$ cat src/rtl/dcm_pkg.sv
// Package for the DC motor forward Euler model.
// Holds the controller states, multiply modes, command and status bundles and constants.
// No dependencies; every file of the block but the checker imports it.
package dcm_pkg;

    // Configuration register indexes.
    localparam int CFG_IDX_W  = 3;
    localparam int CFG_DATA_W = 32;
    localparam logic [CFG_IDX_W-1:0] CFG_TORQUE_GAIN    = 3'd0;
    localparam logic [CFG_IDX_W-1:0] CFG_FRICTION_COEFF = 3'd1;
    localparam logic [CFG_IDX_W-1:0] CFG_INV_INERTIA    = 3'd2;
    localparam logic [CFG_IDX_W-1:0] CFG_TIME_STEP      = 3'd3;
    localparam logic [CFG_IDX_W-1:0] CFG_ENCODER_SCALE  = 3'd4;
    localparam logic [CFG_IDX_W-1:0] CFG_SUBSTEPS       = 3'd5;

    // Reset values of the configuration registers.
    localparam logic signed [31:0] TORQUE_GAIN_RST    = 32'sd16777216;
    localparam logic signed [31:0] FRICTION_COEFF_RST = 32'sd0;
    localparam logic [30:0]        INV_INERTIA_RST    = 31'd16777216;
    localparam logic [30:0]        TIME_STEP_RST      = 31'd16777;
    localparam logic signed [31:0] ENCODER_SCALE_RST  = 32'sd16777216;
    localparam logic [7:0]         SUBSTEPS_RST       = 8'd1;

    // Upper bound on the substep count of one command.
    localparam int MAX_SUBSTEPS = 255;

    // Controller states.
    typedef enum logic [2:0] {
        ST_IDLE,
        ST_TORQUE,
        ST_ISSUE,
        ST_WAIT,
        ST_OUT
    } state_t;

    // Shared unit multiplications in order: four per substep, then two for encoder scaling.
    typedef enum logic [2:0] {
        OP_FRIC,
        OP_ACCEL,
        OP_DVEL,
        OP_DPOS,
        OP_EPOS,
        OP_EVEL
    } op_t;

    // Scaling of the multiply unit: right shift and saturation width.
    typedef enum logic [1:0] {
        MUL_Q24_W60,
        MUL_Q24_W48,
        MUL_Q32_W48
    } mul_mode_t;

    // Commands from the controller to the datapath.
    typedef struct packed {
        logic in_take;
        logic torque_load;
        logic mul_start;
        op_t  op;
        logic out_load;
    } dcm_cmd_t;

    // Status from the datapath to the controller.
    typedef struct packed {
        logic       mul_done;
        logic       out_free;
        logic [7:0] sub_n;
    } dcm_sts_t;

    // Saturate a 62-bit signed value to 48-bit signed.
    function automatic logic signed [47:0] sat48(input logic signed [61:0] v);
        logic signed [47:0] r;
        if (v[61:47] == {15{v[61]}})
        begin
            r = v[47:0];
        end
        else if (v[61])
        begin
            r = {1'b1, {47{1'b0}}};
        end
        else
        begin
            r = {1'b0, {47{1'b1}}};
        end
        return r;
    endfunction

endpackage

$ cat src/rtl/dcm_mul.sv
// Shared multi-cycle signed multiplier with floor shift and saturation.
// One 32x32 unsigned multiplier is used twice per operation (low and high half of A).
// Depends on dcm_pkg.
module dcm_mul
    import dcm_pkg::*;
(
    input  logic               clk,
    input  logic               rst_n,
    input  logic               start,
    input  logic signed [63:0] a,
    input  logic signed [31:0] b,
    input  mul_mode_t          mode,
    output logic               done,
    output logic signed [59:0] res
);

    logic [4:0]         v_reg;
    logic [4:0]         v_next;
    logic [63:0]        mag_a_reg;
    logic [31:0]        mag_b_reg;
    logic               neg_reg;
    mul_mode_t          mode_reg;
    logic [63:0]        pp0_reg;
    logic [63:0]        pp1_reg;
    logic [95:0]        sum_reg;
    logic signed [59:0] res_reg;

    logic [31:0]        half;
    logic [63:0]        prod;
    logic [95:0]        rmask;
    logic [95:0]        sum_val;
    logic [71:0]        q;
    logic               over;
    logic [59:0]        lim;
    logic [59:0]        sat_mag;
    logic signed [59:0] res_val;

    // Stage tracking: load, low product, high product, sum, saturate.
    assign v_next = {v_reg[3:0], start};

    always_ff @(posedge clk or negedge rst_n)
    begin
        if (!rst_n)
        begin
            v_reg <= '0;
        end
        else
        begin
            v_reg <= v_next;
        end
    end

    // One multiplier, fed the low half of |A| first and the high half next.
    assign half = v_reg[1] ? mag_a_reg[63:32] : mag_a_reg[31:0];
    assign prod = {32'd0, half} * {32'd0, mag_b_reg};

    // Negative products add the shifted-out ones so the truncation floors.
    always_comb
    begin
        rmask = '0;
        if (neg_reg)
        begin
            if (mode_reg == MUL_Q32_W48)
            begin
                rmask = {64'd0, 32'hFFFF_FFFF};
            end
            else
            begin
                rmask = {72'd0, 24'hFF_FFFF};
            end
        end
    end

    assign sum_val = {32'd0, pp0_reg} + {pp1_reg, 32'd0} + rmask;

    // Shift, range check and sign restore.
    always_comb
    begin
        case (mode_reg)
            MUL_Q24_W60:
            begin
                q    = sum_reg[95:24];
                over = |sum_reg[95:83];
                lim  = {1'b1, 59'd0};
            end
            MUL_Q24_W48:
            begin
                q    = sum_reg[95:24];
                over = |sum_reg[95:71];
                lim  = {12'd0, 1'b1, 47'd0};
            end
            MUL_Q32_W48:
            begin
                q    = {8'd0, sum_reg[95:32]};
                over = |sum_reg[95:79];
                lim  = {12'd0, 1'b1, 47'd0};
            end
            default:
            begin
                q    = sum_reg[95:24];
                over = |sum_reg[95:83];
                lim  = {1'b1, 59'd0};
            end
        endcase
        if (over)
        begin
            sat_mag = neg_reg ? lim : (lim - 60'd1);
        end
        else
        begin
            sat_mag = q[59:0];
        end
        res_val = neg_reg ? -$signed(sat_mag) : $signed(sat_mag);
    end

    // Operand and pipeline data registers.
    always_ff @(posedge clk)
    begin
        if (start)
        begin
            mag_a_reg <= a[63] ? (~a + 64'd1) : a;
            mag_b_reg <= b[31] ? (~b + 32'd1) : b;
            neg_reg   <= a[63] ^ b[31];
            mode_reg  <= mode;
        end
        if (v_reg[0])
        begin
            pp0_reg <= prod;
        end
        if (v_reg[1])
        begin
            pp1_reg <= prod;
        end
        if (v_reg[2])
        begin
            sum_reg <= sum_val;
        end
        if (v_reg[3])
        begin
            res_reg <= res_val;
        end
    end

    assign done = v_reg[4];
    assign res  = res_reg;

endmodule

$ cat config.mk
export PLATFORM = sky130hd
export DESIGN_NAME = dcm_mul
export DESIGN_NICKNAME = d
export VERILOG_FILES = /design/src/rtl/dcm_pkg.sv /design/src/rtl/dcm_mul.sv
export SDC_FILE = /design/constraint.sdc
export NUM_CORES = 2
export LEC_CHECK = 0
export BUFFER_PORTS_ARGS = -buffer_cell sky130_fd_sc_hd__buf_2
export CORE_MARGIN = 4
export CORE_UTILIZATION = 42
export CTS_CLUSTER_DIAMETER = 150
export DETAILED_ROUTE_END_ITERATION = 10
export SKIP_CTS_REPAIR_TIMING = 1
export SLEW_MARGIN = 20
export SYNTH_ARGS = -nofsm -noshare
export SYNTH_HDL_FRONTEND = slang
export SYNTH_SLANG_ARGS = --single-unit
$ cat constraint.sdc
create_clock -name clk -period 10.22 [get_ports clk]
set_clock_uncertainty 0.1 [all_clocks]
set_input_delay 1.533 -clock clk [delete_from_list [all_inputs] [get_ports clk]]
set_output_delay 1.533 -clock clk [all_outputs]
set_load 0.1 [all_outputs]
; ---- Word-level counts from Yosys, hierarchy flattened
; Cells that the tools add are included.
; W data, S select, Z words.
[totals]
wordCells = 38
regBits = 388
[classes]
n_bitwise = 3
n_reduce_logical = 4
muxes = 11
n_addsub = 6
n_mul = 1
eq_ne = 2
[ops]
columns = operator, count
row1 = $mux W60, 5
row2 = $add A64 B96 Y96, 1
row3 = $add A96 B96 Y96, 1
row4 = $mux W32, 3
row5 = $add A64 B1 Y64 const B, 1
row6 = $mul A32 B32 Y64, 1
row7 = $not A64 Y64, 1
row8 = $mux W63, 1
row9 = $neg A60 Y60, 1
row10 = $sub A60 B1 Y60 const B, 1
row11 = $add A32 B1 Y32 const B, 1
row12 = $not A32 Y32, 1
row13 = $mux W31, 1
row14 = $reduce_or A25 Y1, 1
row15 = $reduce_or A17 Y1, 1
row16 = $reduce_or A13 Y1, 1
row17 = $eq A2 B1 Y1 const B, 1
row18 = $eq A2 B2 Y1 const B, 1
row19 = $pmux W1 S2, 1
row20 = $reduce_or A2 Y1, 1
row21 = $xor A1 B1 Y1, 1

; ---- Longest topological paths before layout
[depth]
ltp_word = 8
ltp_mapped = 32
ltp_nobuf = 29

; ---- Worst setup path after synthesis
; No wires, ideal clock.
[synth_timing]
path_type = reg-to-reg
from = reg v_reg[1]
to = reg pp0_reg[62] (data pin)
setup_slack_ns = 0.200
path_stages_with_launch = 30
setup_time_ns = 0.268
period_less_slack_ns = 10.020
t_arrival_ns = 9.652
t_required_ns = 9.852
path_cell_list = dfrtp_1 -> clkbuf_1 -> buf_1 -> mux2_2 -> clkbuf_1 -> and2_1 -> fa_1 -> fa_1 -> fa_1 -> inv_1 -> fa_1 -> inv_1 -> fa_1 -> fa_1 -> fa_1 -> inv_1 -> fa_1 -> inv_1 -> ha_1 -> clkbuf_1 -> a21o_1 -> a21o_1 -> a211oi_1 -> o221ai_1 -> nor2b_1 -> o2bb2ai_1 -> a311oi_1 -> o21ai_0 -> a311oi_1 -> xnor2_1
[synth_between]
elab_chain_cells = 2
[synth_rtl]
columns = item, line
row1 = start: declaration, dcm_mul.sv:17  ; logic [4:0] v_reg;
row2 = start signal: assignment, dcm_mul.sv:49  ; v_reg <= v_next;
row3 = $mux W32, dcm_mul.sv:54  ; assign half = v_reg[1] ? mag_a_reg[63:32] : mag_a_reg[31:0];
row4 = $mul A32 B32 Y64, dcm_mul.sv:55  ; assign prod = {32'd0, half} * {32'd0, mag_b_reg};
row5 = named net prod[62], dcm_mul.sv:29  ; logic [63:0] prod;
row6 = end signal: assignment, dcm_mul.sv:128  ; pp0_reg <= prod;
row7 = end: declaration, dcm_mul.sv:23  ; logic [63:0] pp0_reg;
; The timed path passes the listed nets, and every way through them passes these cells.
; A chain may end at the register's enable or synchronous reset.

; ---- Final worst setup path
[layout_timing]
from = reg v_reg[1]
to = reg pp1_reg[63] (data pin)
[layout_between]
elab_chain_cells = 2
[layout_rtl]
columns = item, line
row1 = $mux W32, dcm_mul.sv:54
row2 = $mul A32 B32 Y64, dcm_mul.sv:55
row3 = named net prod[63], dcm_mul.sv:29
row4 = end signal: assignment, dcm_mul.sv:132  ; pp1_reg <= prod;
row5 = end: declaration, dcm_mul.sv:24  ; logic [63:0] pp1_reg;
; The timed path passes the listed nets, and every way through them passes these cells.

==> reports/results.ini <==
[critical_path]
critical-path-max-stage-delay_ps=730
critPathRequiredTime_ps=10540
path_delay_family=adder cells
criticalPathCategory=reg -> reg
crit_arrival_ps=9980
critPathSlowestCell=dfrtp_4
cp-start-kind=flip-flop
crit_buf_inv=5
cp-end-kind=flip-flop
cp_max_fo=33
path_common_cell=fa_1

[synthesis]
synth_flop_cell=edfxtp_1
synth_edf_count=359
yosysSeqAreaShare_pct=20.41
synth_fp_nets=6788
syn_area_mm2=0.05343
synth_cell_type_count=76
ys_ff_latch=364
syn-instance-count=5458
avgSynthCellArea_um2=9.789
yosys_warnings=0
async_flop_share_pct=1.374

[cts]
cts_tree=built
clock_sinks=364
insertion_delay_ps=620
cts_buffer_depth=3
cts_buffers=42
clkTransAtPathRegs_ps=70
cts-root-buf=clkbuf_16
h-tree-depth=2

[routing]
wl_per_cell_um=21.05
routed_wl_um=150300
vias_per_cell=5.343
dr.pass1.iters=5
drtIter0Drc=2565
final_antenna_net_count=0
drc=0
via_count=38140

[global_route]
overflow=0
grt.total_usage_pct=22.94
grt_pass1_wl_um=234500
antenna_found_initial=3
grt_max_degree=75
grt_pass1_vias=39640

[sta]
fin_ws_ps=559.6
drv_slew=0
hold_violations=0
finalCriticalPeriod_ps=9660
slew_headroom_pct=19.85
rsz0062_at_grt=false
tightestPinTransition_ps=1202
tns_ps=0
period_share_pct=94.52
timing.fmax_ghz=0.1035
setup_violations=0

[die]
die_h_um=364.7
fp.coreArea_mm2=0.1261
floorplan.rows=130
dieWidth_um=364.7
io_pins=162
die_area_mm2=0.1330
initial_core_util_pct=42.38

[layout]
drive_gt1_share_pct=7.252
largest_register_ffs=72
layout.nets=6788
final_common_cell=inv_1
final_cell_mix=inv_1 (926), fa_1 (896), and2_1 (608), nand2_1 (604), edfxtp_1 (359)
fillers=11990
syn_to_final_growth_pct=7.185

[run]
maxCapViolCount=0

[placed_design]
port_buffers=161
pre_cts_slack_ps=568.8
gp_congestion=0.9098
dp_hpwl_um=119000

[min_path]
hp-class=reg -> reg

[status]
outcome=finished clean

[worst reg2reg max path: stages (launching register included)]
cell      delay [ps]
dfrtp_4          730
mux2_2           600
buf_4            290
and2_1           220
fa_1             460
fa_1             570
inv_1             60
fa_1             470
fa_1             530
inv_1             60
fa_1             510
fa_1             520
fa_1             550
inv_1             50
fa_1             530
inv_1             40
ha_1             380
and3_1           280
nand2_1          130
or3_1            370
a211oi_1         590
o21bai_1         270
a31oi_1          390
a21oi_1          230
o21a_1           230
a311oi_1         300
[Yosys cell counts (all sizes together), types with 16 or more instances]
library cell    n  area (um2)
fa            896       17940
nor4           18       112.6
xnor2         175        1533
and3           18       112.6
a211oi         17       127.6
nor2          141       529.3
o21ai         143       719.4
mux2           64       720.7
a21oi         176       880.8
and2          608        3804
or3            16       105.1
edfxtp        359       10780
mux2i          43       434.2
clkbuf        265       994.7
or4            23       192.7
ha            333        4167
a21o           81       608.1
o21bai         18       135.1
a31oi          18       112.6
xor2           63       551.8
nor3           64       320.3
buf            20       83.83
nand3          65       325.3
inv           926        3476
nand2         604        2267
o31ai          48       360.4
o41ai          18       157.7
nand2b         22       137.6
o21a           24       180.2
nand4          43       269.0
[per-stage QoR]
stage          area (um2)  cells  util [%]  hold slack [ps]
2_1_floorplan       53430   5458         -            441.2
3_5_place_dp        55890   7064     44.34            379.5
3_3_place_gp        55850   7061     44.30            377.9
6_report            57260   7139     45.43            390.2
5_1_grt             57260   7138     45.43            413.6
4_1_cts             57260   7138     45.42            391.6
[area by class of cell]
class	instances	area, um2	area share [%]
Antenna cell	1	2.502	0.004370
Clock inverter	26	291.5	0.5091
Multi-Input combinational cell	3883	38010	66.38
Sequential cell	364	10910	19.06
Inverter	926	3476	6.070
Timing Repair Buffer	241	1431	2.500
Clock buffer	48	1074	1.875
Tap cell	1650	2064	3.605
[worst paths after layout]
kind	startpoint	end	slack [ps]	cells after the start
hold reg to reg	v_reg[2]	v_reg[3]	390	0
setup reg to reg	v_reg[1]	pp1_reg[63]	560	25
setup / recovery	v_reg[1]	pp1_reg[63]	560	25
max in group asynchronous	rst_n	v_reg[0]	9020	1
hold / removal	v_reg[2]	v_reg[3]	390	0
min in group asynchronous	rst_n	v_reg[4]	700	1
[layer usage]
layer	up-vias	track usage (%)	wire, um
met1	19250	31.41	64700
met4	4	6.742	4795
met3	236	4.839	12190
li1	17360	-	-
met5	-	0	28
met2	1296	36.85	68570
[cell families after synthesis]
| logic type | count (synthesis) | share of synthesized area, % |
|---|---|---|
| AO/OA/AOI/OAI | 640 | 7.677 |
| adder cells (fa/ha/maj) | 1229 | 41.37 |
| buffers and inverters | 1211 | 8.525 |
| AND/OR/NAND/NOR | 1669 | 15.95 |
| flip-flops | 364 | 20.41 |
| multiplexers | 107 | 2.162 |
| XOR/XNOR | 238 | 3.902 |
Power is not shown: default switching activity piles up to over one toggle a cycle in this logic, so the estimate is an artifact.
